[config.mk]
export PLATFORM = sky130hd
export DESIGN_NAME = lmx_judge
export DESIGN_NICKNAME = d
export VERILOG_FILES = /design/src/rtl/lmx_pkg.sv /design/src/rtl/lmx_judge.sv
export SDC_FILE = /design/constraint.sdc
export NUM_CORES = 2
export LEC_CHECK = 0
export BUFFER_PORTS_ARGS = -buffer_cell sky130_fd_sc_hd__buf_2
export CAP_MARGIN = 20
export CORE_UTILIZATION = 55
export DETAILED_ROUTE_END_ITERATION = 8
export GPL_TIMING_DRIVEN = 0
export PLACE_DENSITY = 0.8
export SETUP_SLACK_MARGIN = 0.15
export SYNTH_ARGS = -nofsm -noshare
export SYNTH_HDL_FRONTEND = slang
export SYNTH_SLANG_ARGS = --single-unit
export TNS_END_PERCENT = 30
[constraint.sdc]
create_clock -name clk -period 14.7 [get_ports clk]
set_input_delay 0.735 -clock clk [delete_from_list [all_inputs] [get_ports clk]]
set_output_delay 0.735 -clock clk [all_outputs]
set_load 0.02 [all_outputs]
[src/rtl/lmx_pkg.sv]
// Shared types and constants of the 3x3 local-maximum core.
package lmx_pkg;

  // Fixed field widths
  localparam int ROW_W      = 16;
  localparam int COL_OUT_W  = 10;
  localparam int WCFG_W     = 11;
  localparam int HCFG_W     = 16;
  localparam int TOL_CFG_W  = 16;
  localparam int SHIFT_W    = 5;
  localparam int CFG_DATA_W = 16;
  localparam int CFG_ADDR_W = 2;

  // Register map
  typedef enum logic [CFG_ADDR_W-1:0] {
    REG_WIDTH     = 2'd0,
    REG_HEIGHT    = 2'd1,
    REG_ABS_TOL   = 2'd2,
    REG_REL_SHIFT = 2'd3
  } cfg_reg_t;

  // Register reset values
  localparam logic [WCFG_W-1:0]    WIDTH_RST     = 11'd1024;
  localparam logic [HCFG_W-1:0]    HEIGHT_RST    = 16'd1024;
  localparam logic [TOL_CFG_W-1:0] ABS_TOL_RST   = 16'd0;
  localparam logic [SHIFT_W-1:0]   REL_SHIFT_RST = 5'd17;

  // Pixels decided per input sample: up-left, up, left, self
  localparam int NUM_SLOTS = 4;
  localparam int SLOT_UL   = 0;  // (row-1, col-1)
  localparam int SLOT_UR   = 1;  // (row-1, col), last column only
  localparam int SLOT_LL   = 2;  // (row, col-1), last row only
  localparam int SLOT_LR   = 3;  // (row, col), last pixel of the frame

  // Position flags of one sample, carried down the pipeline
  typedef struct packed {
    logic r_ge1;
    logic r_ge2;
    logic c_ge1;
    logic c_ge2;
    logic last_col;
    logic last_row;
  } pos_t;

endpackage

[src/rtl/lmx_judge.sv]
// 3x3 window registers, neighborhood maxima and the tolerance test.
module lmx_judge import lmx_pkg::*; #(
  parameter int SAMPLE_BITS = 32,
  parameter int ADDR_W      = 10
) (
  input  logic                          clk,
  input  logic                          rst,
  // window load (stage C)
  input  logic                          load_c,
  input  logic signed [SAMPLE_BITS-1:0] rd_older,
  input  logic signed [SAMPLE_BITS-1:0] rd_newer,
  input  logic signed [SAMPLE_BITS-1:0] sample_in,
  input  pos_t                          pos_in,
  input  logic [ROW_W-1:0]              row_in,
  input  logic [ADDR_W-1:0]             col_in,
  // maxima load (stage D)
  input  logic                          load_d,
  input  logic [TOL_CFG_W-1:0]          abs_tol,
  input  logic [SHIFT_W-1:0]            rel_shift,
  // stage D results
  output logic [NUM_SLOTS-1:0]          pass,
  output logic signed [SAMPLE_BITS-1:0] peak [NUM_SLOTS],
  output logic [ROW_W-1:0]              row_d,
  output logic [ADDR_W-1:0]             col_d
);

  localparam int SB    = SAMPLE_BITS;
  localparam int TOL_W = ((SB > TOL_CFG_W) ? SB : TOL_CFG_W) + 1;
  localparam logic signed [SB-1:0] NEG_SAMPLE = {1'b1, {(SB-1){1'b0}}};

  // window, index row*3+col; row 2 / col 2 is the newest
  logic signed [SB-1:0] win [9];
  pos_t                 pos_c;
  logic [ROW_W-1:0]     row_c;
  logic [ADDR_W-1:0]    col_c;

  logic signed [SB-1:0]  mx_c   [NUM_SLOTS];
  logic signed [SB-1:0]  ctr_c  [NUM_SLOTS];
  logic [NUM_SLOTS-1:0]  judge_c;
  logic signed [SB-1:0]  ctr_d  [NUM_SLOTS];
  logic [NUM_SLOTS-1:0]  judge_d;

  function automatic logic signed [SB-1:0] smax(input logic signed [SB-1:0] a,
                                                input logic signed [SB-1:0] b);
    return (a > b) ? a : b;
  endfunction

  // inclusion mask from row and column masks
  function automatic logic [8:0] inc_of(input logic [2:0] rm, input logic [2:0] cm);
    logic [8:0] inc;
    for (int i = 0; i < 3; i++) begin
      for (int j = 0; j < 3; j++) begin
        inc[i*3+j] = rm[i] & cm[j];
      end
    end
    return inc;
  endfunction

  // max over the included window entries, a four-level tree
  function automatic logic signed [SB-1:0] nb_max(input logic signed [SB-1:0] v [9],
                                                  input logic [8:0] inc);
    logic signed [SB-1:0] m [9];
    logic signed [SB-1:0] t [4];
    logic signed [SB-1:0] u0;
    logic signed [SB-1:0] u1;
    for (int k = 0; k < 9; k++) begin
      m[k] = inc[k] ? v[k] : NEG_SAMPLE;
    end
    t[0] = smax(m[0], m[1]);
    t[1] = smax(m[2], m[3]);
    t[2] = smax(m[4], m[5]);
    t[3] = smax(m[6], m[7]);
    u0   = smax(t[0], t[1]);
    u1   = smax(t[2], t[3]);
    return smax(smax(u0, u1), m[8]);
  endfunction

  // stage C: shift the window by one column
  always_ff @(posedge clk) begin
    if (rst) begin
      for (int k = 0; k < 9; k++) begin
        win[k] <= '0;
      end
    end else if (load_c) begin
      for (int i = 0; i < 3; i++) begin
        win[i*3]   <= win[i*3+1];
        win[i*3+1] <= win[i*3+2];
      end
      win[2] <= rd_older;
      win[5] <= rd_newer;
      win[8] <= sample_in;
    end
  end

  always_ff @(posedge clk) begin
    if (load_c) begin
      pos_c <= pos_in;
      row_c <= row_in;
      col_c <= col_in;
    end
  end

  // clipped neighborhoods of the four candidate pixels
  always_comb begin
    logic       row0_ok;
    logic       col0_ok;
    row0_ok = pos_c.r_ge2;
    col0_ok = pos_c.c_ge2;

    mx_c[SLOT_UL]  = nb_max(win, inc_of({2'b11, row0_ok}, {2'b11, col0_ok}));
    mx_c[SLOT_UR]  = nb_max(win, inc_of({2'b11, row0_ok}, 3'b110));
    mx_c[SLOT_LL]  = nb_max(win, inc_of(3'b110, {2'b11, col0_ok}));
    mx_c[SLOT_LR]  = nb_max(win, inc_of(3'b110, 3'b110));

    ctr_c[SLOT_UL] = win[4];
    ctr_c[SLOT_UR] = win[5];
    ctr_c[SLOT_LL] = win[7];
    ctr_c[SLOT_LR] = win[8];

    judge_c[SLOT_UL] = pos_c.r_ge1 & pos_c.c_ge1;
    judge_c[SLOT_UR] = pos_c.r_ge1 & pos_c.last_col;
    judge_c[SLOT_LL] = pos_c.last_row & pos_c.c_ge1;
    judge_c[SLOT_LR] = pos_c.last_row & pos_c.last_col;
  end

  // stage D registers
  always_ff @(posedge clk) begin
    if (load_d) begin
      peak    <= mx_c;
      ctr_d   <= ctr_c;
      judge_d <= judge_c;
      row_d   <= row_c;
      col_d   <= col_c;
    end
  end

  // positive peak and (peak - centre) <= abs_tol + (peak >> rel_shift)
  always_comb begin
    logic [SB-1:0]    diff;
    logic [TOL_W-1:0] tol;
    for (int k = 0; k < NUM_SLOTS; k++) begin
      diff    = peak[k] - ctr_d[k];
      tol     = TOL_W'(abs_tol) + TOL_W'(peak[k] >>> rel_shift);
      pass[k] = judge_d[k] && (peak[k] > 0) && (TOL_W'(diff) <= tol);
    end
  end

endmodule

### Yosys cells after proc, flatten, opt, wreduce, memory -nomap -nowiden

Index checks and enable logic that the tools add are counted.

* flip-flop bits (word level): 606
* bits of input ports: 153
* output and inout port bits: 158

* add/subtract/negate cells: 8
* $lt $le $gt $ge: 29
* shift operators: 4
* multiplexer cells: 26
* bitwise logic cells: 5
* reductions and logical operators: 8

Operator list (count)
* 2-to-1 mux 32 bit: 26
* greater-than comparator 32 bit: 15
* greater-than comparator 32 bit, first input constant: 5
* adder 16 x 33 -> 33 bit: 4
* <= comparator 32 x 33 -> 1 bit: 4
* >>> shifter 32 x 5 -> 33 bit: 4
* greater-than comparator 32 x 1 -> 1 bit, second input constant: 4
* subtractor 32 bit: 4
* greater-than comparator 32 bit, second input constant: 1
* logical AND 1 bit: 8
* AND 1 bit: 5

### Longest topological paths before layout

* word-level depth: 10
* mapped depth: 53

### Worst setup path after synthesis

OpenSTA, ideal clock, no wires.

* path kind: register to register
* start: register pos_c[2] (netlist bit)
* end: register peak[127] (netlist bit) (data pin)
* setup time: 0.180 ns
* arrival time: 11.078 ns
* data required time: 14.520 ns
* setup slack: 3.442 ns
* cell stages (with the launch flop): 50
* buffers on the path: 7
* path through: edfxtp_1 > clkbuf_1 > clkbuf_1 > clkbuf_1 > nand2_1 > ha_1 > and3_1 > a211oi_1 > a21oi_1 > o31ai_1 > o311a_1 > a21boi_0 > o21ai_1 > clkbuf_1 > mux2i_1 > ha_1 > a21o_1 > a21o_1 > [... 14 more ...] > a21oi_1 > a2bb2o_1 > buf_2 > clkbuf_1 > or3_1 > nand2_1 > ha_1 > a21o_1 > a21o_1 > a21o_1 > a21o_1 > a21oi_1 > o21ai_0 > or3_1 > or3_1 > and2_1 > or4_1 > o311ai_1

RTL lines
* start, declared: line lmx_judge.sv:33 `pos_t pos_c;`
* start signal, assigned: line lmx_judge.sv:97 `pos_c <= pos_in;`
* end signal, assigned: line lmx_judge.sv:129 `peak <= mx_c;`
* end, declared: line lmx_judge.sv:22 `output logic signed [SAMPLE_BITS-1:0] peak [NUM_SLOTS],`

==> results by stage <==
Run status:
- The run finished with clean final reports.

Die:
- The area of the core region is 104,000 um^2.
- In this run the core area contains 118 standard-cell rows.
- The die is 326 um tall.
- For this design the top-level I/O count stands at 311.
- The die span in x is 326 um.
- Once the floorplan was initialized, standard cells occupied 55.6% of the core.
- The floorplan step defined a die boundary enclosing 106,000 um^2.

Timing:
- The worst max-slew margin expressed relative to the limit is 12.7%.
- The time the worst path needs with I/O delays and setup is 14.51 ns.
- Static timing analysis puts the maximum clock frequency at 0.0689 GHz.
- The transition time of the tightest slew-check pin is 1.31 ns.
- The ratio of final minimum period to clock period is 98.7%.
- The count of endpoints failing hold in the final timing report is 0.
- Setup violations remaining at the end of the flow were counted as 0.
- Setup repair after global routing could not meet its margin everywhere.
- The max-slew violation total from the final report is 0.
- Between clock sinks in the finished design, the worst skew comes to 0.0436 ns.

Synthesis:
- Synthesis produced a netlist with a net count of 7,638.
- The yosys synthesis warning count is 0.
- The cell area after synthesis is 57,700 um^2.
- Among all flip-flop cells after synthesis, the most frequent one is edfxtp_1.
- The sequential area share after synthesis is 26.5%.
- The number of distinct library cells after synthesis is 90.
- Synthesis handed over a netlist of 6,684 instances.
- In this run, synthesis inferred 318 flip-flops with an integrated enable.
- The share of synthesized registers carrying an async set or reset is 0%.
- The synthesized design contains 606 register bits.
- The average instance area after synthesis is 8.64 um^2.

Routing:
- In the routed design, unresolved DRC markers number 0.
- The number of vias per cell is 6.77.
- The count of nets left with antenna violations once routing finished came out at 0.
- The total length of routed wires is 280,000 um.
- Before antenna repair, the detailed router went through 9 iterations.
- In the final routed layout, each cell accounts on average for 32.8 um.
- The total via count after detailed routing is 57,800.
- The first routing iteration left 8,246 violations.

Global routing:
- Summed over all layers, the global routing overflow is 0.
- The largest net degree at the start of global routing is 133.
- The via count of the first global-routing pass was 53,800.
- The wire length of the first global-routing pass is 386,000 um.
- The initial antenna violation count is 10.
- The global-route total usage across every layer is 50.8%.

Setup path:
- The maximum fanout along the worst path is 10.
- Counting both buffers and inverters, the worst setup path holds a total of 7.
- The startpoint identified for the worst register-to-register timing path is ctr_c[95].
- Data on the critical path is required at its endpoint by 15.10 ns.
- In this run the worst setup path begins at ctr_c[95].
- The worst reg2reg path endpoint is peak[64].
- In this run the number of cells on the critical path is 42.
- The depth of the most critical reg-to-reg path is 42.
- The critical-path cell with the highest stage delay is a21oi_1.
- The destination of the critical timing path is peak[64].
- The kind of cell with the highest combined delay along the critical path is simple AND/OR/NAND/NOR gates.
- Data on the critical path arrives at its endpoint at 14.90 ns.
- The worst setup path is captured at a flop.
- The critical path's largest stage delay is 0.82 ns.
- The classification of the worst setup path is reg2reg.
- The slack of the worst reg-to-reg path is 0.19 ns.
- The element type at the critical path start is a flop.

Job:
- The reported max-cap violation count is 0.

Finish:
- For this run, the post-layout net count is 8,043.
- The post-route netlist has 10.6% of its cells at a drive strength greater than 1.
- The end-of-flow core utilization is 61.3%.
- The area growth from synthesis to layout is 10.1%.
- The number of filler instances in the final layout is 9,053.

Power and ir drop:
- The leakage power summed over all cells is 30.5 nW.
- The power after layout is 13.5 mW.
- Dividing total power by cell area gives a power density of 212 nW/um^2.
- IR analysis of the VDD net gives a maximum drop of 0.147 mV.

Clocking:
- The number of clock buffers added by TritonCTS is 59.
- The number of buffers added to fix hold violations after cts is 0.
- At the later pin of the worst-skew pair, clock insertion delay measures 0.67 ns.
- Counting along the longest clock path gives a buffer depth of 3.
- TritonCTS built the clock tree.
- Clock-pin slew was measured on the worst setup and hold paths at 0.07 ns.
- The H-tree was split into 2 levels.
- In this run the clock root is driven by a clkbuf_16.
- The CTS sink count is 606.

Placement:
- The sum of net half-perimeters after detailed placement is 222,000 um.
- At the end of routability-driven placement, the weighted congestion stood at 1.12.
- During placement, the flow inserted port buffers numbering 306.

Min path:
- The worst min-delay path category is in2reg.
## per-layer routing
metal / part of all wire, % / track usage [%] / vias up
met4: 11 / 45.9 / 6
met5: 0.040 / 0.488 / -
met3: 12 / 12.8 / 1109
li1: - / - / 25100
met1: 36 / 62.1 / 27300
met2: 41 / 73.6 / 4230
## final cells by class
cell class              instances  area (um^2)  area share [%]
flip-flops and latches        606        15300            24.1
clock buffers                  84         1740            2.73
well taps                    1380         1730            2.72
inverters                     527         1980            3.11
repair buffers                344         1880            2.96
plain buffers                 287         1200            1.89
multi-input cells            5264        39500            62.1
diodes                         13         32.5          0.0512
clock inverters                28          211           0.333
## repair_timing
| item | CTS | global route |
|---|---|---|
| buffers inserted | 0 | 2 |
| endpoints found under the setup margin | 64 | 84 |
| gates resized for setup | 40 | 51 |
| pin swaps | 0 | 1 |
| cloned | 0 | 0 |
## metrics by stage
stage | std cells | hold slack [ns] | cell area, um^2 | setup WS (ns) | setup TNS, ns
after floorplan | 6684 | 0.400 | 57700 | 3.44 | 0
after global placement | 8370 | 0.400 | 61000 | -1.52 | -49.99
after detailed placement | 8401 | 0.405 | 61300 | -1.63 | -57.51
after CTS | 8513 | 0.224 | 63400 | 0.125 | 0
after global routing | 8521 | 0.233 | 63600 | 0.110 | 0
final | 8533 | 0.238 | 63600 | 0.192 | 0
## state kept, by name, indices dropped and copies added, names as in the netlist
name / count
col_c: 10
col_d: 10
ctr_c: 128
ctr_d: 128
judge_d: 4
peak: 128
pos_c: 6
row_c: 16
row_d: 16
win: 160
## layout by cell type (no fill, tap or decap), drive strengths merged, types with 114 or more instances in the layout
cell and n:
ha 793, nor2 698, mux2i 638, nand2 582, inv 530, a21oi 455, buf 440, edfxtp 318
o21ai 303, dfxtp 288, clkbuf 273, a21o 213, nand4 144, xnor2 130, mux2 114
## where the power goes
| part | internal, mW | switching, mW |
|---|---|---|
| sequential | 2.15 | 0.676 |
| combinational | 3.42 | 5.68 |
| clock | 0.831 | 0.708 |
| total | 6.41 | 7.07 |
## logic make-up (layout without fill, tap and decap cells)
logic type	after synthesis	in the layout	share of synthesized area [%]
compound gates	1462	1462	16.1
xor+xnor	216	216	3.28
fa+ha+maj	801	801	17.5
buf+inv	814	1270	5.41
flops	606	606	26.5
mux	809	809	15.5
other cells	0	13	0
simple gates	1976	1976	15.7
## how the worst min path moves through the flow
| stage | cells after the start | to | start | slack [ns] |
|---|---|---|---|---|
| 2_1_floorplan | 0 | col_d[0] | col_c[0] | 0.40 |
| 3_3_place_gp | 0 | col_d[2] | col_c[2] | 0.40 |
| 3_5_place_dp | 0 | col_d[6] | col_c[6] | 0.40 |
| 4_1_cts | 1 | pos_c[1] | pos_in[1] | 0.22 |
| 5_1_grt | 1 | pos_c[1] | pos_in[1] | 0.23 |
| 6_report | 1 | pos_c[1] | pos_in[1] | 0.24 |
## synth_stat cells (80+ instances only)
cell      count  area share (%)
a21o_1      213             2.8
a21oi_1     455             3.9
clkbuf_1    187             1.2
dfxtp_1     288              10
edfxtp_1    318              17
ha_1        793              17
inv_1       522             3.4
mux2_2      111             2.2
mux2i_1     638              11
nand2_1     582             3.8
nand4_1     144             1.6
nor2_1      696             4.5
nor2b_1      80            0.87
o21a_1       86             1.1
o21ai_0     269             2.3
xnor2_1     130             2.0
xor2_1       86             1.3
Note: power is estimated with default switching activity, not from simulation.
