[config.mk]
export PLATFORM = sky130hd
export DESIGN_NAME = lmx_out_buf
export DESIGN_NICKNAME = d
export VERILOG_FILES = /design/src/rtl/lmx_pkg.sv /design/src/rtl/lmx_out_buf.sv
export SDC_FILE = /design/constraint.sdc
export NUM_CORES = 1
export LEC_CHECK = 0
export BUFFER_PORTS_ARGS = -buffer_cell sky130_fd_sc_hd__buf_4
export CAP_MARGIN = 20
export CORE_UTILIZATION = 55
export CTS_BUF_LIST = sky130_fd_sc_hd__clkbuf_16
export DETAILED_ROUTE_END_ITERATION = 8
export HOLD_SLACK_MARGIN = 0.05
export PLACE_DENSITY = 0.86
export SLEW_MARGIN = 15
export SYNTH_ARGS = -nofsm -noshare
export SYNTH_HDL_FRONTEND = slang
export SYNTH_SLANG_ARGS = --single-unit
[constraint.sdc]
create_clock -name clk -period 2.25 [get_ports clk]
set_clock_uncertainty 0.05 [all_clocks]
set_input_delay 0.225 -clock clk [delete_from_list [all_inputs] [get_ports clk]]
set_output_delay 0.225 -clock clk [all_outputs]
set_load 0.01 [all_outputs]
[src/rtl/lmx_pkg.sv]
// Shared types and constants of the 3x3 local-maximum core.
package lmx_pkg;

  // Fixed field widths
  localparam int ROW_W      = 16;
  localparam int COL_OUT_W  = 10;
  localparam int WCFG_W     = 11;
  localparam int HCFG_W     = 16;
  localparam int TOL_CFG_W  = 16;
  localparam int SHIFT_W    = 5;
  localparam int CFG_DATA_W = 16;
  localparam int CFG_ADDR_W = 2;

  // Register map
  typedef enum logic [CFG_ADDR_W-1:0] {
    REG_WIDTH     = 2'd0,
    REG_HEIGHT    = 2'd1,
    REG_ABS_TOL   = 2'd2,
    REG_REL_SHIFT = 2'd3
  } cfg_reg_t;

  // Register reset values
  localparam logic [WCFG_W-1:0]    WIDTH_RST     = 11'd1024;
  localparam logic [HCFG_W-1:0]    HEIGHT_RST    = 16'd1024;
  localparam logic [TOL_CFG_W-1:0] ABS_TOL_RST   = 16'd0;
  localparam logic [SHIFT_W-1:0]   REL_SHIFT_RST = 5'd17;

  // Pixels decided per input sample: up-left, up, left, self
  localparam int NUM_SLOTS = 4;
  localparam int SLOT_UL   = 0;  // (row-1, col-1)
  localparam int SLOT_UR   = 1;  // (row-1, col), last column only
  localparam int SLOT_LL   = 2;  // (row, col-1), last row only
  localparam int SLOT_LR   = 3;  // (row, col), last pixel of the frame

  // Position flags of one sample, carried down the pipeline
  typedef struct packed {
    logic r_ge1;
    logic r_ge2;
    logic c_ge1;
    logic c_ge2;
    logic last_col;
    logic last_row;
  } pos_t;

endpackage

[src/rtl/lmx_out_buf.sv]
// Result buffer: holds the passing pixels of one sample and sends them in order.
module lmx_out_buf import lmx_pkg::*; #(
  parameter int SAMPLE_BITS = 32,
  parameter int ADDR_W      = 10
) (
  input  logic                          clk,
  input  logic                          rst,
  input  logic                          load,
  input  logic [NUM_SLOTS-1:0]          pass,
  input  logic signed [SAMPLE_BITS-1:0] peak_in [NUM_SLOTS],
  input  logic [ROW_W-1:0]              row_in,
  input  logic [ADDR_W-1:0]             col_in,
  output logic                          buf_free,
  output logic                          out_valid,
  input  logic                          out_ready,
  output logic [ROW_W-1:0]              row_out,
  output logic [COL_OUT_W-1:0]          col_out,
  output logic signed [SAMPLE_BITS-1:0] peak_out,
  output logic                          last_out
);

  logic [NUM_SLOTS-1:0]          pend;
  logic [ROW_W-1:0]              row_q  [NUM_SLOTS];
  logic [COL_OUT_W-1:0]          col_q  [NUM_SLOTS];
  logic signed [SAMPLE_BITS-1:0] peak_q [NUM_SLOTS];
  logic [NUM_SLOTS-1:0]          low;
  logic [NUM_SLOTS-1:0]          rest;
  logic [ROW_W-1:0]              row_up;
  logic [COL_OUT_W-1:0]          col_here;
  logic [COL_OUT_W-1:0]          col_left;

  // oldest pending result is the lowest slot
  assign low       = pend & (~pend + NUM_SLOTS'(1));
  assign rest      = pend & ~low;
  assign out_valid = |pend;
  assign last_out  = (rest == '0);
  assign buf_free  = (pend == '0) | (out_ready & (rest == '0));

  always_ff @(posedge clk) begin
    if (rst) begin
      pend <= '0;
    end else if (load) begin
      pend <= pass;
    end else if (out_valid && out_ready) begin
      pend <= rest;
    end
  end

  // pixel coordinates of each slot
  assign row_up   = row_in - ROW_W'(1);
  assign col_here = COL_OUT_W'(col_in);
  assign col_left = COL_OUT_W'(col_in - ADDR_W'(1));

  always_ff @(posedge clk) begin
    if (load) begin
      row_q[SLOT_UL] <= row_up;
      row_q[SLOT_UR] <= row_up;
      row_q[SLOT_LL] <= row_in;
      row_q[SLOT_LR] <= row_in;
      col_q[SLOT_UL] <= col_left;
      col_q[SLOT_UR] <= col_here;
      col_q[SLOT_LL] <= col_left;
      col_q[SLOT_LR] <= col_here;
      peak_q         <= peak_in;
    end
  end

  // one-hot output select
  always_comb begin
    row_out  = '0;
    col_out  = '0;
    peak_out = '0;
    for (int k = 0; k < NUM_SLOTS; k++) begin
      if (low[k]) begin
        row_out  = row_out | row_q[k];
        col_out  = col_out | col_q[k];
        peak_out = peak_out | peak_q[k];
      end
    end
  end

endmodule

# Word level (Yosys, flattened, before mapping)
# Memories as Yosys holds them, arrays and structs flattened.
# Cells that the tools add are included.
[op_classes]
mux = 16
bitwise = 15
add_sub_neg = 3
shift = 0
div = 0
reduce_logical = 5
magnitude_cmp = 0
eq_ne = 0
n_mul = 0
[op_table]
columns = ["op", "count"]
rows = [
  ["two-way mux 32 bit", 4],
  ["OR 32 bit", 3],
  ["two-way mux 16 bit", 4],
  ["OR 16 bit", 3],
  ["two-way mux 10 bit", 4],
  ["OR 10 bit", 3],
  ["subtractor 16 x 1 -> 16 bit, second input constant", 1],
  ["subtractor 10 x 1 -> 10 bit, second input constant", 1],
  ["bitwise AND 4 bit", 2],
  ["zero test 4 bit", 2],
  ["two-way mux 4 bit", 2],
  ["NOT 4 bit", 2],
  ["adder 4 x 1 -> 4 bit, second input constant", 1],
  ["OR reduction 4 bit", 1],
  ["two-way mux 1 bit", 2],
  ["nonzero test 2 bit", 1],
  ["bitwise AND 1 bit", 1],
  ["logical AND 1 bit", 1],
  ["OR 1 bit", 1],
]
[totals]
regBits = 132
mem_bits_ro = 0
elab_cells = 46
memories = 2
mem_bits_rw = 104
latch_bits = 0
out_inout_bits = 61
[mem_list]
columns = ["memory", "depth", "word_bits", "read_ports", "rd_ports_with_merged_regs", "wr", "line_no", "text"]
rows = [
  ["row_q", 4, 16, 4, 0, 4, "lmx_out_buf.sv:23", "logic [ROW_W-1:0] row_q [NUM_SLOTS];"],
  ["col_q", 4, 10, 4, 0, 4, "lmx_out_buf.sv:24", "logic [COL_OUT_W-1:0] col_q [NUM_SLOTS];"],
]

# Depth between registers and ports, before layout
# Gate-level depths: netlist (run 1).
[depth]
word_depth = 10
ltp_mapped = 6
ltp_nobuf = 5

# Worst setup path before layout (run 1)
# OpenSTA, ideal clock, no wires.
[synth_timing]
kind = "register -> output"
start = "reg pend[0]"
end = "out peak_out[10]"
required_time_ns = 1.975
path_slack_ns = 0.687
n_path_buf = 2
path_stages_with_launch = 6
arrival_time_ns = 1.288
path_cell_list = "dfxtp_1 buf_2 or3_4 nor2_4 buf_6 a221o_1"
[synth_via]
elab_chain_len = 10
[synth_rtl]
columns = ["item", "line_no", "text"]
rows = [
  ["from (decl)", "lmx_out_buf.sv:22", "logic [NUM_SLOTS-1:0] pend;"],
  ["from (signal assigned)", "lmx_out_buf.sv:43", "pend <= pass;"],
  ["from (signal assigned)", "lmx_out_buf.sv:45", "pend <= rest;"],
  ["NOT 4 bit", "lmx_out_buf.sv:33", "assign low = pend & (~pend + NUM_SLOTS'(1));"],
  ["adder 4 x 1 -> 4 bit", "lmx_out_buf.sv:33", ""],
  ["bitwise AND 4 bit (*)", "lmx_out_buf.sv:33", ""],
  ["two-way mux 32 bit", "lmx_out_buf.sv:74", "if (low[k]) begin"],
  ["OR 32 bit", "lmx_out_buf.sv:77", "peak_out = peak_out | peak_q[k];"],
  ["two-way mux 32 bit", "lmx_out_buf.sv:74", ""],
  ["OR 32 bit", "lmx_out_buf.sv:77", ""],
  ["two-way mux 32 bit", "lmx_out_buf.sv:74", ""],
  ["OR 32 bit", "lmx_out_buf.sv:77", ""],
  ["two-way mux 32 bit (*)", "lmx_out_buf.sv:74", ""],
  ["to (decl)", "lmx_out_buf.sv:18", "output logic signed [SAMPLE_BITS-1:0] peak_out,"],
]
# Mark *: on every way between the ends. The rest lies on a longest branch, timed or not.

# Worst setup path in the final report (run 1)
[layout_timing]
start = "reg pend[1]"
end = "out peak_out[19]"
[layout_via]
elab_chain_len = 8
[layout_rtl]
columns = ["item", "line_no"]
rows = [
  ["NOT 4 bit", "lmx_out_buf.sv:33"],
  ["adder 4 x 1 -> 4 bit", "lmx_out_buf.sv:33"],
  ["bitwise AND 4 bit (*)", "lmx_out_buf.sv:33"],
  ["two-way mux 32 bit", "lmx_out_buf.sv:74"],
  ["OR 32 bit", "lmx_out_buf.sv:77"],
  ["two-way mux 32 bit", "lmx_out_buf.sv:74"],
  ["OR 32 bit", "lmx_out_buf.sv:77"],
  ["two-way mux 32 bit (*)", "lmx_out_buf.sv:74"],
]
# Marks and branches as above.

==> results of run 1 <==
## final cells by class
type                            count  area [sq um]  area share
Antenna cell                        1         2.502   0.0002156
Multi-Input combinational cell    213          1556      0.1341
Inverter                           10         37.54    0.003233
Clock buffer                       17         425.4     0.03665
Sequential cell                   184          5492      0.4731
Clock inverter                     15         231.5     0.01994
Tap cell                          172         215.2     0.01854
Timing Repair Buffer              405          3649      0.3143
## sequential cells by signal, summed over array words and instances, names as in the netlist
signal	cells
peak_q	128
row_q	32
col_q	20
pend	4
## repair_timing
item | CTS | global route
endpoints found under the setup margin | 58 | 42
endpoints found under the hold margin | 167 | 0
cloned | 4 | 1
hold buffers | 159 | 0
pin swaps | 10 | 13
resized for setup | 22 | 15
setup buffers | 10 | 1
## synth_stat cells, types with 3 or more instances
cell type | instances | area (sq um)
edfxtp_1 | 180 | 5405
nor2_1 | 45 | 168.9
a221o_1 | 32 | 320.3
a22oi_1 | 32 | 240.2
a22o_1 | 26 | 227.7
nand2_1 | 14 | 52.55
xor2_1 | 13 | 113.9
inv_1 | 10 | 37.54
clkbuf_1 | 8 | 30.03
xnor2_1 | 8 | 70.07
buf_6 | 7 | 78.83
a21oi_1 | 6 | 30.03
buf_2 | 6 | 30.03
nor3_1 | 6 | 30.03
nand3_1 | 5 | 25.02
dfxtp_1 | 4 | 80.08
nor4_1 | 3 | 18.77
o21ai_0 | 3 | 15.01
## layout by cell type (no fill, tap or decap), types with 2 or more instances in the layout
master	count
buf_4	222
clkbuf_16	17
dlygate4sd3_1	159
buf_6	14
edfxtp_1	180
nor2_4	3
nand2_1	14
nor4_1	3
xor2_1	13
bufbuf_16	2
ha_1	2
o21ai_0	3
buf_12	7
nor2_1	44
xnor2_1	8
a22oi_2	5
o211ai_1	2
nor3_1	6
inv_1	10
a22oi_1	27
nand3_1	5
dfxtp_2	2
clkinv_2	3
a22o_1	26
a21oi_1	5
clkinv_4	2
a221o_1	32
clkinv_1	3
bufinv_16	6
## kinds of logic (layout without fill, tap and decap cells)
group	Yosys count	in the layout	synth area share
compound gates	101	101	0.1184
xor+xnor	21	21	0.02567
simple gates	87	88	0.05989
flops	184	184	0.7655
buf+inv	33	447	0.02567
fa+ha+maj	3	3	0.004889
other cells	0	1	0
## layer usage
layer,up-vias,wire length [um]
li1,2517,-
met1,2955,8794
met2,531,13940
met3,117,2575
met4,0,1405
met5,-,0
## worst max-delay path by stage
stage                         start           end  slack, ns  cells after the start
2_1_floorplan  pend[0]$_SDFFE_PP0P_  peak_out[10]       0.69                      5
3_3_place_gp   pend[2]$_SDFFE_PP0P_  peak_out[25]       0.22                      6
3_5_place_dp   pend[2]$_SDFFE_PP0P_  peak_out[25]       0.17                      6
4_1_cts        pend[1]$_SDFFE_PP0P_   peak_out[0]      -0.07                      8
5_1_grt        pend[1]$_SDFFE_PP0P_  peak_out[19]      -0.25                      7
6_report       pend[1]$_SDFFE_PP0P_  peak_out[19]      -0.18                      7
## power by group
| part | switching [mW] | internal [mW] | leakage, nW |
|---|---|---|---|
| sequential | 0.136 | 4.07 | 1.80 |
| clock | 1.34 | 2.07 | 0.319 |
| combinational | 0.573 | 0.713 | 2.56 |
==> out/qor.yml, run 1 <==
run_status:
  status: "complete, but fails checks"
  failed_checks: "setup timing"
min_path:
  hold_path_class: "in2reg"
  hold_depth: 1
  hold_end: "col_q[2][3]$_DFFE_PP_"
  hp-start: "load"
route:
  wl_um: 26710
  ant_nets: 0
  num_vias: 6120
  drtPass1Iterations: 6
  vias_per_cell: 6.018
  wl_per_cell_um: 26.26
  drc_errors: 0
  drt_iter0_drc: 778
clock_tree:
  clkTransAtPathRegs_ns: 0.06
  worstSkewPairLatency_ns: 0.43
  cts_num_sinks: 184
  root_buffer: "clkbuf_16"
  clockBufferDepth: 2
  numCtsBuffers: 17
  htree_levels: 4
  cts_tree: "built"
floorplan:
  io-pin-count: 223
  dieArea_sq_um: 13490
  die_w_um: 116.1
  fp.dieH_um: 116.1
  num_rows: 41
  core_area_sq_um: 12670
  initial_core_util: 0.5655
yosys:
  synth_edf_count: 180
  ys_async_sr_fraction: 0
  avgSynthCellArea_sq_um: 16.70
  synth_cell_type_count: 33
  synth_seq_cells: 184
  ys_seq_area_frac: 0.7655
  syn_inst: 429
  yosysWarnings: 0
  synth.net_count: 593
  synth_ff_type: "edfxtp_1"
  syn_area_sq_um: 7166
timing:
  period_share: 1.079
  period_minus_slack_ns: 2.427
  tightest_slew_ns: 0.6453
  holdWs_ns: 0.1701
  setup_violations: 23
  slew_violations: 0
  setup_ws_ns: -0.1775
  setup_tns_ns: -0.9928
  maxSlewHeadroom: 0.5659
  finalHoldViolCount: 0
  max_freq_mhz: 412.0
  rsz0062_at_grt: "yes"
layout:
  area_delta_synth_final_pct: 62.00
  final_util: 0.9162
  stdcell_area_sq_um: 11610
  nets: 995
  fill_cells: 414
  stdcell_count: 1017
  drive_above_1_share: 0.3495
critical_path:
  required_ns: 1.98
  crit_chain: "buf_4, nor2b_4, buf_6, a22oi_1, nor2_1, a221o_1, buf_4"
  regToRegStartpoint: "pend[1]$_SDFFE_PP0P_"
  endpoint_kind: "output port"
  arrival_ns: 2.15
  r2r_cells: 5
  crit_buf_inv: 3
  critPathMostFrequentCell: "buf_4"
  slowest_stage: "dfxtp_4"
  cp_top_family: "buffers and inverters"
  crit_fanout: 18
  worst_setup_path_start_kind: "register"
  crit_path_max_incr_delay_ns: 0.35
  crit_type: "reg2out"
  r2r_end: "pend[1]$_SDFFE_PP0P_"
  reg2reg_setup_slack_ns: 0.52
power:
  p_total_mw: 8.899
  ir_worst_vdd_mv: 0.9160
  power.density_nw_per_um2: 766.6
  p_leak_nw: 4.679
grt:
  overflow: 0
  grt_pass1_vias: 6291
  antenna_found_initial: 1
  use_met1: 0.4081
  track_usage: 0.3754
  grt_pass1_wl_um: 35510
  use_met2: 0.6687
  grt.busiest_layer: "met2"
  use_met3: 0.1038
  grt_start_max_net_pins: 55
placed_design:
  placed_area_sq_um: 9030
  pre_cts_ws_ns: 0.1721
  place.gp.congestion: 0.7680
  portBuffers: 222
  placedCellCount: 811
  dp.final_hpwl_um: 10860
job:
  drv_cap: 0
Power figures use the tool's default switching activity.
==> inputs of run 2 (changes only) <==
==> constraint.sdc (replaced) <==
create_clock -name clk -period 3.05 [get_ports clk]
set_clock_uncertainty 0.05 [all_clocks]
set_input_delay 0.305 -clock clk [delete_from_list [all_inputs] [get_ports clk]]
set_output_delay 0.305 -clock clk [all_outputs]
set_load 0.01 [all_outputs]
==> out/qor.yml, run 2 (synthesis results as in run 1) <==
run_status:
  status: "completed"
route:
  wl_per_cell_um: 22.55  # -14%
  wl_um: 22440  # -16%
  drt_iter0_drc: 540  # -31%
  drc_errors: 0  # unchanged
  ant_nets: 0  # unchanged
  num_vias: 5743  # -6.2%
  drtPass1Iterations: 5  # -1
  vias_per_cell: 5.772  # -4.1%
floorplan:
  core_area_sq_um: 12670  # unchanged
  io-pin-count: 223  # unchanged
  dieArea_sq_um: 13490  # unchanged
  die_w_um: 116.1  # unchanged
  initial_core_util: 0.5655  # unchanged
  fp.dieH_um: 116.1  # unchanged
  num_rows: 41  # unchanged
placed_design:
  place.gp.congestion: 0.7932  # +3.3%
  dp.final_hpwl_um: 10810  # -0.45%
  placed_area_sq_um: 8987  # -0.47%
  portBuffers: 222  # unchanged
timing:
  finalHoldViolCount: 0  # unchanged
  period_minus_slack_ns: 2.888
  setup_violations: 0  # -100%
  maxSlewHeadroom: 0.3974  # -0.1685
  max_freq_mhz: 346.2
  period_share: 0.9470
  slew_violations: 0  # unchanged
  setup_tns_ns: 0  # +0.9928 ns
  rsz0062_at_grt: "no"
  tightest_slew_ns: 0.9018  # +0.2565 ns
critical_path:
  reg2reg_setup_slack_ns: 1.29  # +0.77 ns
  endpoint_kind: "output port"
  required_ns: 2.69  # +0.71 ns
  crit_end: "peak_out[5]"
  crit_fanout: 32  # +14
  crit_type: "reg2out"
  regToRegStartpoint: "pend[1]$_SDFFE_PP0P_"
  startpoint: "pend[0]$_SDFFE_PP0P_"
  r2r_cells: 4  # -1
  arrival_ns: 2.53  # +0.38 ns
  worst_setup_path_start_kind: "register"
  r2r_end: "pend[2]$_SDFFE_PP0P_"
layout:
  layout_commonest_cell: "buf_4"
  final_util: 0.8758  # -0.04039
  largest_reg_flops: 128  # unchanged
  largest-register: "peak_q"
  top_regs: "peak_q x128, row_q x32, col_q x20"
  nets: 972  # -2.3%
  final_cell_mix: "buf_4 (226), edfxtp_1 (180), dlygate4sd3_1 (154), nor2_1 (45)"
  area_delta_synth_final_pct: 54.86
  stdcell_area_sq_um: 11100  # -4.4%
  drive_above_1_share: 0.3276  # -0.02188
grt:
  antenna_found_initial: 2  # +1
  overflow: 0  # unchanged
  grt_pass1_vias: 6111  # -2.9%
  grt_pass1_wl_um: 32820  # -7.6%
  track_usage: 0.3420  # -0.03348
  grt_start_max_net_pins: 69  # +25%
clock_tree:
  postCtsResizedCells: 0  # -100%
  htree_levels: 4  # unchanged
  cts_num_sinks: 184  # unchanged
  numCtsBuffers: 17  # unchanged
  clockBufferDepth: 2  # unchanged
  cts_tree: "built"
  root_buffer: "clkbuf_16"
  clkTransAtPathRegs_ns: 0.06  # about the same
  worstSkewPairLatency_ns: 0.42  # about the same
power:
  power.density_nw_per_um2: 547.6  # -29%
  p_leak_nw: 4.458  # -4.7%
  p_total_mw: 6.077  # -32%
  ir_worst_vdd_mv: 0.3892  # -58%
job:
  drv_cap: 0  # unchanged
min_path:
  hold_path_class: "in2reg"
==> run 2: cell types whose count changed in the layout (fill, tap and decap cells not counted), moves of 3 or more <==
| cell | before | now |
|---|---|---|
| buf_12 | 7 | 2 |
| clkinv_2 | 3 | 6 |
| buf_6 | 14 | 1 |
| a22oi_1 | 27 | 32 |
| dlygate4sd3_1 | 159 | 154 |
| buf_4 | 222 | 226 |
| bufinv_16 | 6 | 2 |
| a22oi_2 | 5 | 0 |
==> run 2: what timing repair did <==
action	in CTS	in global routing
endpoints found under the hold margin	157	0
setup buffers	0	0
hold buffers	154	0
==> run 2: routing by layer <==
| metal | GRT usage | share of wire |
|---|---|---|
| met2 | 0.5929 | 0.52 |
| met4 | 0.2385 | 0.057 |
| met5 | 0 | 0 |
| met3 | 0.1007 | 0.082 |
| met1 | 0.3587 | 0.34 |
==> run 2: through the flow <==
stage,setup slack [ns],std cells,hold WS (ns)
5_1_grt,0.08525,995,0.06272
6_report,0.1618,995,0.06955
3_5_place_dp,0.6719,807,0.4344
4_1_cts,0.2258,993,0.05336
2_1_floorplan,1.407,429,0.3241
3_3_place_gp,0.7460,807,0.4337
==> run 2: layout make-up <==
type	count	area (sq um)
Clock buffer	17	425.4
Fill cell	503	1574
Timing Repair Buffer	383	3289
Sequential cell	184	5488
Tap cell	172	215.2
Inverter	10	37.54
Multi-Input combinational cell	212	1499
Clock inverter	15	137.6
Antenna cell	2	5.005
==> run 2: critical path, cell delays in order, from the launching register on <==
cell     delay, ns
dfxtp_2       0.48
or3_4         0.47
nor2_4        0.69
a221o_1       0.30
buf_4         0.14
==> run 2: how the worst min path moves through the flow <==
stage / slack [ns] / endpoint / start / cells past startpoint
6_report: 0.07 / pend[0]$_SDFFE_PP0P_ / pass[0] / 3
5_1_grt: 0.06 / row_q[3][5]$_DFFE_PP_ / row_in[5] / 1
3_5_place_dp: 0.43 / peak_q[23]$_DFFE_PP_ / peak_in[23] / 1
3_3_place_gp: 0.43 / peak_q[117]$_DFFE_PP_ / peak_in[117] / 1
4_1_cts: 0.05 / pend[0]$_SDFFE_PP0P_ / pass[0] / 3
2_1_floorplan: 0.32 / pend[1]$_SDFFE_PP0P_ / rst / 1
==> run 2: power by group <==
group | switching, mW | internal [mW]
clock | 0.942 | 1.19
combinational | 0.372 | 0.475
sequential | 0.0933 | 3.00
==> inputs of run 3 (changes only) <==
--- a/config.mk
+++ b/config.mk
@@ -7,11 +7,14 @@
 export LEC_CHECK = 0
 export BUFFER_PORTS_ARGS = -buffer_cell sky130_fd_sc_hd__buf_4
 export CAP_MARGIN = 20
-export CORE_UTILIZATION = 55
+export CELL_PAD_IN_SITES_DETAIL_PLACEMENT = 1
+export CELL_PAD_IN_SITES_GLOBAL_PLACEMENT = 2
+export CORE_UTILIZATION = 38
 export CTS_BUF_LIST = sky130_fd_sc_hd__clkbuf_16
 export DETAILED_ROUTE_END_ITERATION = 8
 export HOLD_SLACK_MARGIN = 0.05
 export PLACE_DENSITY = 0.86
+export REMOVE_ABC_BUFFERS = 1
 export SLEW_MARGIN = 15
 export SYNTH_ARGS = -nofsm -noshare
 export SYNTH_HDL_FRONTEND = slang
==> out/qor.yml, run 3 (synthesis results as in run 1) <==
clock_tree:
  clkTransAtPathRegs_ns: 0.07  # about the same
  htree_levels: 4  # unchanged
  worstSkewPairLatency_ns: 0.42  # about the same
  cts_num_sinks: 184  # unchanged
  post_cts_buffers: 0  # unchanged
  numCtsBuffers: 17  # unchanged
  root_buffer: "clkbuf_16"
  cts_tree: "built"
  clockBufferDepth: 2  # unchanged
timing:
  slew_violations: 0  # unchanged
  period_share: 0.8799  # -0.06710
  setup_ws_ns: 0.3664  # +0.2047 ns
  maxSlewHeadroom: 0.4612  # +0.06383
  period_minus_slack_ns: 2.684  # -0.2047 ns
  holdWs_ns: 0.07458  # +0.005034 ns
  finalHoldViolCount: 0  # unchanged
  tightest_slew_ns: 0.8052  # -0.09658 ns
  rsz0062_at_grt: "no"
  max_freq_mhz: 372.6  # +7.6%
  setup_violations: 0  # unchanged
  setup_tns_ns: 0  # unchanged
power:
  switching_power_mw: 1.392  # -1.0%
  power_frac_comb: 0.138  # about the same
  clkPwrFrac: 0.362  # +0.011
  p_seq_frac: 0.500  # -0.009
  power.internal_mw: 4.755  # +1.8%
  power.density_nw_per_um2: 549.0  # +0.24%
  swShare: 0.2265  # -0.004989
  p_leak_nw: 4.474  # +0.34%
  ir_worst_vdd_mv: 0.3671  # -5.7%
route:
  wl_um: 22650  # +0.94%
  vias_per_cell: 5.066  # -12%
  num_vias: 5340  # -7.0%
  wl_per_cell_um: 21.49  # -4.7%
  ant_nets: 0  # unchanged
  drt_iter0_drc: 241  # -55%
  drc_errors: 0  # unchanged
  drtPass1Iterations: 4  # -1
critical_path:
  worst_setup_path_start_kind: "register"
  crit_chain: "nor2b_4, buf_4, a22oi_1, nor2_1, a221o_1, buf_4"
  critPathMostFrequentCell: "buf_4"
  required_ns: 2.69  # about the same
  arrival_ns: 2.33  # -0.20 ns
  crit_type: "reg2out"
  crit_path_max_incr_delay_ns: 0.49  # -0.20 ns
  slowest_stage: "dfxtp_1"
  endpoint_kind: "output port"
  crit_fanout: 19  # -41%
job:
  drv_cap: 0  # unchanged
layout:
  multi_input_area_sq_um: 1504  # +0.33%
  layout_commonest_cell: "buf_4"
  seqCellArea_sq_um: 5488  # unchanged
  area_delta_synth_final_pct: 56.26
  fill_cells: 1719  # +240%
  largest-register: "peak_q"
  largest_reg_flops: 128  # unchanged
  drive_above_1_share: 0.3248  # -0.002832
  final_cell_mix: "buf_4 (229), edfxtp_1 (180), dlygate4sd3_1 (154), nor2_1 (45)"
  top_regs: "peak_q x128, row_q x32, col_q x20"
  nets: 974  # +0.21%
floorplan:
  die_w_um: 139.3  # +20%
  io-pin-count: 223  # unchanged
  core_area_sq_um: 18210  # +44%
  dieArea_sq_um: 19410  # +44%
  fp.dieH_um: 139.3  # +20%
  num_rows: 49  # +20%
  initial_core_util: 0.3935  # -0.1720
placed_design:
  place.gp.congestion: 0.7643  # -3.6%
  portBuffers: 222  # unchanged
  dp.final_hpwl_um: 12560  # +16%
  pre_cts_ws_ns: 0.9001  # +0.2282 ns
grt:
  grt_pass1_wl_um: 34140  # +4.0%
  grt_start_max_net_pins: 95  # +38%
  antenna_found_initial: 3  # +1
  grt_pass1_vias: 6146  # +0.57%
  overflow: 0  # unchanged
  track_usage: 0.2367  # -0.1053
min_path:
  hold_path_class: "in2reg"
run_status:
  status: "completed"
## run 3: repair_timing
action | 4_1_cts | 5_1_grt
hold endpoints to repair | 157 | 0
hold buffers | 154 | 0
resized for setup | 0 | 0
## run 3: power groups by stage
stage | clock, mW | combinational [mW] | sequential (mW)
2_1_floorplan | 0 | 0.221 | 3.11
3_3_place_gp | 0 | 0.636 | 3.11
3_5_place_dp | 0 | 0.658 | 3.12
4_1_cts | 2.25 | 0.827 | 3.07
5_1_grt | 2.36 | 0.900 | 3.09
6_report | 2.22 | 0.846 | 3.08
## run 3: per-stage QoR
| step | total power, mW | std cells | instance area (sq um) | util |
|---|---|---|---|---|
| after floorplan | 3.326 | 406 | 7019 | - |
| after global placement | 3.744 | 866 | 9066 | 0.4979 |
| after CTS | 6.144 | 1051 | 11190 | 0.6145 |
| after global routing | 6.347 | 1054 | 11200 | 0.6149 |
| after detailed placement | 3.780 | 866 | 9066 | 0.4979 |
| final | 6.147 | 1054 | 11200 | 0.6149 |
## run 3: area by class of cell
class,count,area share
repair buffers,385,0.2940
diodes,3,0.0006705
well taps,229,0.02559
inverters,10,0.003352
flip-flops and latches,184,0.4901
clock inverters,14,0.01397
clock buffers,17,0.03799
multi-input cells,212,0.1343
## run 3: final timing paths
path                        start                     end  slack [ns]  cells past startpoint
min                    row_in[13]  row_q[3][13]$_DFFE_PP_        0.07                      1
min reg2reg  pend[3]$_SDFFE_PP0P_    pend[3]$_SDFFE_PP0P_        0.54                      2
max reg2reg  pend[1]$_SDFFE_PP0P_    pend[2]$_SDFFE_PP0P_        1.54                      4
max          pend[2]$_SDFFE_PP0P_            peak_out[20]        0.37                      6
## run 3: per-layer routing
| layer | vias to the layer above | wire (um) | track usage |
|---|---|---|---|
| li1 | 2476 | - | - |
| met1 | 2635 | 8310 | 0.2423 |
| met2 | 185 | 12420 | 0.4499 |
| met3 | 44 | 1279 | 0.06435 |
| met4 | 0 | 636 | 0.09883 |
| met5 | - | 0 | 0 |
## run 3: critical path: cells and delay by family (launching register included)
family | cells | cell delay [ns]
flops | 1 | 0.49
buf+inv | 2 | 0.49
simple gates | 2 | 0.61
compound gates | 2 | 0.30
